[config.mk]
export PLATFORM = sky130hd
export DESIGN_NAME = otsu_mul
export DESIGN_NICKNAME = d
export VERILOG_FILES = /design/src/design/otsu_pkg.sv /design/src/design/otsu_mul.sv
export SDC_FILE = /design/constraint.sdc
export NUM_CORES = 1
export LEC_CHECK = 0
export BUFFER_PORTS_ARGS = -buffer_cell sky130_fd_sc_hd__buf_4
export CORE_MARGIN = 10
export CORE_UTILIZATION = 55
export CTS_BUF_LIST = sky130_fd_sc_hd__clkbuf_8
export DETAILED_ROUTE_END_ITERATION = 12
export GPL_ROUTABILITY_DRIVEN = 1
export PLACE_DENSITY = 0.78
export RECOVER_POWER = 25
export SYNTH_ARGS = -nofsm -noshare
export SYNTH_HDL_FRONTEND = slang
export SYNTH_SLANG_ARGS = --single-unit
[constraint.sdc]
create_clock -name clock -period 23.9 [get_ports clock]
set_input_delay 4.78 -clock clock [delete_from_list [all_inputs] [get_ports clock]]
set_output_delay 4.78 -clock clock [all_outputs]
set_load 0.01 [all_outputs]
[src/design/otsu_pkg.sv]
// ----------------------------------------------------------------------------
// Otsu threshold package
// Widths, constants and shared types of the Otsu threshold core.
// ----------------------------------------------------------------------------
package otsu_pkg;

   localparam int BIN_BITS = 16;
   localparam int LEVELS   = 256;
   localparam int LVL_W    = 8;
   localparam logic [LVL_W-1:0] TOP_LEVEL = 8'd255;
   localparam logic [BIN_BITS-1:0] BIN_MAX = {BIN_BITS{1'b1}};

   localparam int TOT_W   = BIN_BITS + LVL_W;
   localparam int SUM_W   = TOT_W + LVL_W;
   localparam int D_W     = SUM_W + TOT_W;
   localparam int NUM_W   = 2 * D_W;
   localparam int DEN_W   = 2 * TOT_W;
   localparam int CROSS_W = NUM_W + DEN_W;

   localparam int MA_W   = NUM_W;
   localparam int MB_W   = D_W;
   localparam int MP_W   = MA_W + MB_W;
   localparam int MCNT_W = $clog2(MB_W);

   typedef struct packed {
      logic busy;
      logic done;
   } mul_stat_type;

endpackage

[src/design/otsu_mul.sv]
// ----------------------------------------------------------------------------
// Otsu shift-add multiplier
// Shared multiplier, one multiplier bit per cycle.
// ----------------------------------------------------------------------------
module otsu_mul (
   input  logic                      clock,
   input  logic                      reset,
   input  logic                      start,
   input  logic [otsu_pkg::MA_W-1:0] op_a,
   input  logic [otsu_pkg::MB_W-1:0] op_b,
   output otsu_pkg::mul_stat_type    stat,
   output logic [otsu_pkg::MP_W-1:0] product
);
   import otsu_pkg::*;

   logic [MP_W-1:0]   acc_ff;
   logic [MP_W-1:0]   ash_ff;
   logic [MB_W-1:0]   bsh_ff;
   logic [MCNT_W-1:0] cnt_ff;
   logic              busy_ff;
   logic              done_ff;

   always_ff @(posedge clock) begin
      if (reset) begin
         busy_ff <= 1'b0;
         done_ff <= 1'b0;
         cnt_ff  <= '0;
      end else begin
         done_ff <= 1'b0;
         if (start) begin
            acc_ff  <= '0;
            ash_ff  <= MP_W'(op_a);
            bsh_ff  <= op_b;
            cnt_ff  <= '0;
            busy_ff <= 1'b1;
         end else if (busy_ff) begin
            if (bsh_ff[0]) begin
               acc_ff <= acc_ff + ash_ff;
            end
            ash_ff <= ash_ff << 1;
            bsh_ff <= bsh_ff >> 1;
            cnt_ff <= cnt_ff + 1'b1;
            if (cnt_ff == MCNT_W'(MB_W - 1)) begin
               busy_ff <= 1'b0;
               done_ff <= 1'b1;
            end
         end
      end
   end

   assign stat.busy = busy_ff;
   assign stat.done = done_ff;
   assign product   = acc_ff;

endmodule

==> results summary <==
The per-instance average area after synthesis is 9.75 sq um. The register bit total from synthesis came out at 400. The first TritonRoute pass finished after 8 iterations.

The synthesized netlist occupies a cell area of 27500 sq um. The number of hold-slack violations in the final timing report is 0. The post-detailed-route via-to-cell ratio came out at 6.20. STA puts the critical path data required time at roughly 24000 ps. The highest clock frequency the design can meet came out at between 60 and 70 MHz. The cell count after placement came out at 3678. Sequential cells were found to cover 43.4% of the synthesized design area. In this run the clock root is driven by a sky130_fd_sc_hd__clkbuf_8. The share of cells above drive strength 1 came out at 20.3%. The level count of the clock H-tree is 3.

The global-route wire length before repair is 133 mm. Adding up every negative setup slack in the final design gives 0 ps. The headroom to the max-slew limit is -472%. The number of buffers inserted for hold repair after clock tree synthesis came out at 0. The share of total power in combinational logic came out at 29.1%. The worst voltage drop across the vdd grid came out at 0.0000600 V. The number of enable-type register cells in the synthesized netlist is around 390. The count of non-filler cells in the finished layout is about 3800. Of the available clock period, the critical path in the final layout requires 62.9%. The die extent in y is roughly 240 um. The routed wire length is 86.0 mm. The classification of the worst setup path is in2reg. By area the synthesized netlist is led by sky130_fd_sc_hd__edfxtp_1, sky130_fd_sc_hd__ha_1, sky130_fd_sc_hd__mux2_2. The time the final worst path needs with I/O delays and setup is 15030 ps. The cell family contributing the most delay on the critical path is buffers and inverters. The area of all sequential standard cells is ~12000 sq um. The worst setup path is launched from an input pin. By count the netlist is led by sky130_fd_sc_hd__edfxtp_1, sky130_fd_sc_hd__nor2_1, sky130_fd_sc_hd__a21oi_1. The maximum fanout along the worst path came out at 196. Clock-pin slew was measured on the worst setup and hold paths at about 60 ps. The total placed instance area came out at 30400 sq um.

Counting along the longest clock path gives a buffer depth of 3. The number of buffer and inverter stages on the critical path came out at 3. The clock sink count came out at 400. The post-place setup slack is 14860 ps. The power per cell area is 70.0 nW/um^2. Hold is met by 533 ps. The path class of the tightest hold or removal check is reg2reg. Clock skew on the completed layout was measured at 37.3 ps. The signal on the critical path passes through clkbuf_1, clkbuf_1, buf_4, mux2_2. Of all flip-flops after synthesis, the portion carrying an async set or reset was 0%. In the final routed layout, each cell accounts on average for approximately 23 um. In this run, flip-flops and latches consume 39.4% of the power.

The standard-cell row count came out at 81. The number of max-slew violations in the final report was 353. The length in cells of the worst reg-to-reg path is 13. The count of nets left with antenna violations once routing finished came out at 0. Entering global routing, the biggest net connects 197 pins.

For the worst setup path, the data arrival time is 15450 ps. Relative to the synthesized area, the layout overhead comes to 16.1%. The remaining design rule violation count is 0. Setup repair after global routing left no endpoint under its margin. The floorplan core area is 49200 sq um.

STA classifies the critical path endpoint as a flip-flop. The number of setup violations in the final report came out at 0. The number of synthesis warnings came out at 0. In this run the static leakage power is 12.6 nW. The total routing resource utilization after global routing is 27.9%. The largest total area in the synthesized netlist belongs to sky130_fd_sc_hd__edfxtp_1. The proportion of netlist area held by the largest area contributor is 42.8%.

The initial standard-cell utilization of the core is 55.9%. TritonCTS built the clock tree. The number of different library cells in the post-synthesis netlist is 79.

The repair_antennas step left the layout with diodes totalling 0. The clock group share of total power came out at 31.5%. The number of buffer cells added on primary ports is 340. Along the worst hold path, the cell count comes to 2. At the end of routability-driven placement, the weighted congestion stood at 1.02. The half-perimeter wire length after placement is 66.0 mm.

The setup slack of the critical path after layout came out at 8870 ps. The instance count of the mapped netlist came out at 2817. Net switching is 33.2% of the power.

In this run the post-CTS setup repair buffer count came out at 0. The DRC violation total after the first TritonRoute iteration came out at ~2700. The largest stage delay on the critical path is 6230 ps.

The number of antenna violations at the first check in global routing is 0. The cell internal power dissipation is 1.49 mW. The library cell with the highest instance count after synthesis is sky130_fd_sc_hd__edfxtp_1. The tool flagged a number of max-cap violations equal to 3.

In this run the number of cells on the critical path is 4. The run finished, with violations left. The final reports fail on capacitance limit, slew limit. The number of global-route vias before repair is 23365.

The overall die width is between 200 and 250 um. Pin placement for this block handled 341 I/O pins. The floorplan die area is between 50000 and 60000 sq um. For this run, the post-layout net count is 3431.

Detailed routing inserted a total of 23609 vias. The fill cell total of the finished layout came out at between 4000 and 5000. The net count of the mapped netlist came out at 3157. The clock latency reported for the late side of the worst-skew pair is 700 ps.

For the pin with the worst max-slew slack, the measured transition is 8580 ps. The number of buffers created by CTS is 75. The most common flop cell mapped by yosys is sky130_fd_sc_hd__edfxtp_1. The total non-filler cell area in the finished layout is 31900 sq um. The total global routing overflow came out at 0. The switching power of the nets is approximately 0.74 mW.

The post-cts resize count is 0. The worst-path cell with the longest stage delay is sky130_fd_sc_hd__clkbuf_1. The area of the multi-input gates came out at 14700 sq um. By instance count, the cell type seen most on the critical path is sky130_fd_sc_hd__clkbuf_1.
==> worst reg2reg max path, cell delays in order, from the launching register on <==
cell and delay (ps):
sky130_fd_sc_hd__edfxtp_1 410, sky130_fd_sc_hd__ha_1 210, sky130_fd_sc_hd__fa_1 250, sky130_fd_sc_hd__a211oi_1 110
sky130_fd_sc_hd__nor3_1 400, sky130_fd_sc_hd__o21ai_1 220, sky130_fd_sc_hd__a211oi_1 450, sky130_fd_sc_hd__o2111ai_1 400
sky130_fd_sc_hd__a21oi_1 590, sky130_fd_sc_hd__and3b_1 330, sky130_fd_sc_hd__o211ai_1 300, sky130_fd_sc_hd__a2111oi_0 920
sky130_fd_sc_hd__o21ai_0 180, sky130_fd_sc_hd__nor3b_1 180
==> registers in the layout, summed over array words and instances (netlist names) <==
register and count:
ash_ff 168, bsh_ff 56, busy_ff 1, cnt_ff 6, done_ff 1, product 168
==> per-layer routing <==
layer	GRT usage [%]	routed length (um)	vias up
met3	6.43	7250	185
met1	36.3	36000	11281
met2	45.4	40000	1065
li1	-	-	11078
met4	9.04	2680	0
met5	0	0	-
==> power groups by stage <==
stage               Combinational, mW  Sequential, mW  Clock (mW)
finish                          0.651           0.880       0.703
global route                    0.708           0.885       0.746
CTS                             0.636           0.880       0.714
detailed placement              0.631           0.893           0
global placement                0.620           0.892           0
floorplan                       0.422           0.900           0
==> logic make-up (layout without fill, tap and decap cells) <==
family / after synthesis / in the layout / share of synthesized area, %
simple gates: 887 / 887 / 15.2
compound gates: 822 / 822 / 18.7
flops: 400 / 400 / 43.4
buf+inv: 215 / 544 / 2.98
mux: 179 / 179 / 7.33
fa+ha+maj: 169 / 169 / 7.72
xor+xnor: 145 / 145 / 4.62
==> worst paths after layout <==
check                                         startpoint                         end  slack, ps
worst min-delay path              cnt_ff[1]$_SDFFE_PP0P_      cnt_ff[1]$_SDFFE_PP0P_        530
worst max-delay path                               start       ash_ff[101]$_DFFE_PP_       8870
worst min register to register    cnt_ff[1]$_SDFFE_PP0P_      cnt_ff[1]$_SDFFE_PP0P_        530
worst max register to register  product[0]$_SDFFCE_PP0P_  product[160]$_SDFFCE_PP0P_      18380
==> metrics by stage <==
stage | util (%) | total power [mW]
floorplan | - | 1.32
global placement | 61.8 | 1.51
detailed placement | 61.8 | 1.52
CTS | 65.0 | 2.23
global route | 64.9 | 2.34
finish | 64.9 | 2.23
==> layout by cell type, fill, tap and decap left out, types with 14 or more instances in the layout <==
master	netlist	final
sky130_fd_sc_hd__o211ai_1	15	15
sky130_fd_sc_hd__xnor2_1	91	91
sky130_fd_sc_hd__o21bai_1	57	57
sky130_fd_sc_hd__a21o_1	117	117
sky130_fd_sc_hd__or3_1	16	16
sky130_fd_sc_hd__o21ai_0	129	129
sky130_fd_sc_hd__mux2_2	166	164
sky130_fd_sc_hd__o21a_1	23	22
sky130_fd_sc_hd__inv_1	62	84
sky130_fd_sc_hd__a21oi_1	294	294
sky130_fd_sc_hd__nor3_1	46	46
sky130_fd_sc_hd__o21ai_1	46	46
sky130_fd_sc_hd__nor2_1	328	327
sky130_fd_sc_hd__ha_1	168	168
sky130_fd_sc_hd__nand3_1	32	32
sky130_fd_sc_hd__clkbuf_8	0	79
sky130_fd_sc_hd__nor2b_1	85	85
sky130_fd_sc_hd__edfxtp_1	392	392
sky130_fd_sc_hd__xor2_1	54	54
sky130_fd_sc_hd__a211oi_1	14	14
sky130_fd_sc_hd__nand4_1	107	107
sky130_fd_sc_hd__nand2_1	198	198
sky130_fd_sc_hd__buf_4	2	345
sky130_fd_sc_hd__nor4_1	16	16
sky130_fd_sc_hd__a31oi_1	25	25
==> layout make-up <==
class	count	share of cell area, %
Clock buffer	79	3.41
Clock inverter	53	1.42
Inverter	62	0.729
Multi-Input combinational cell	2202	46.2
Sequential cell	400	37.4
Tap cell	664	2.60
Timing Repair Buffer	350	8.23
Power figures use the tool's default switching activity.
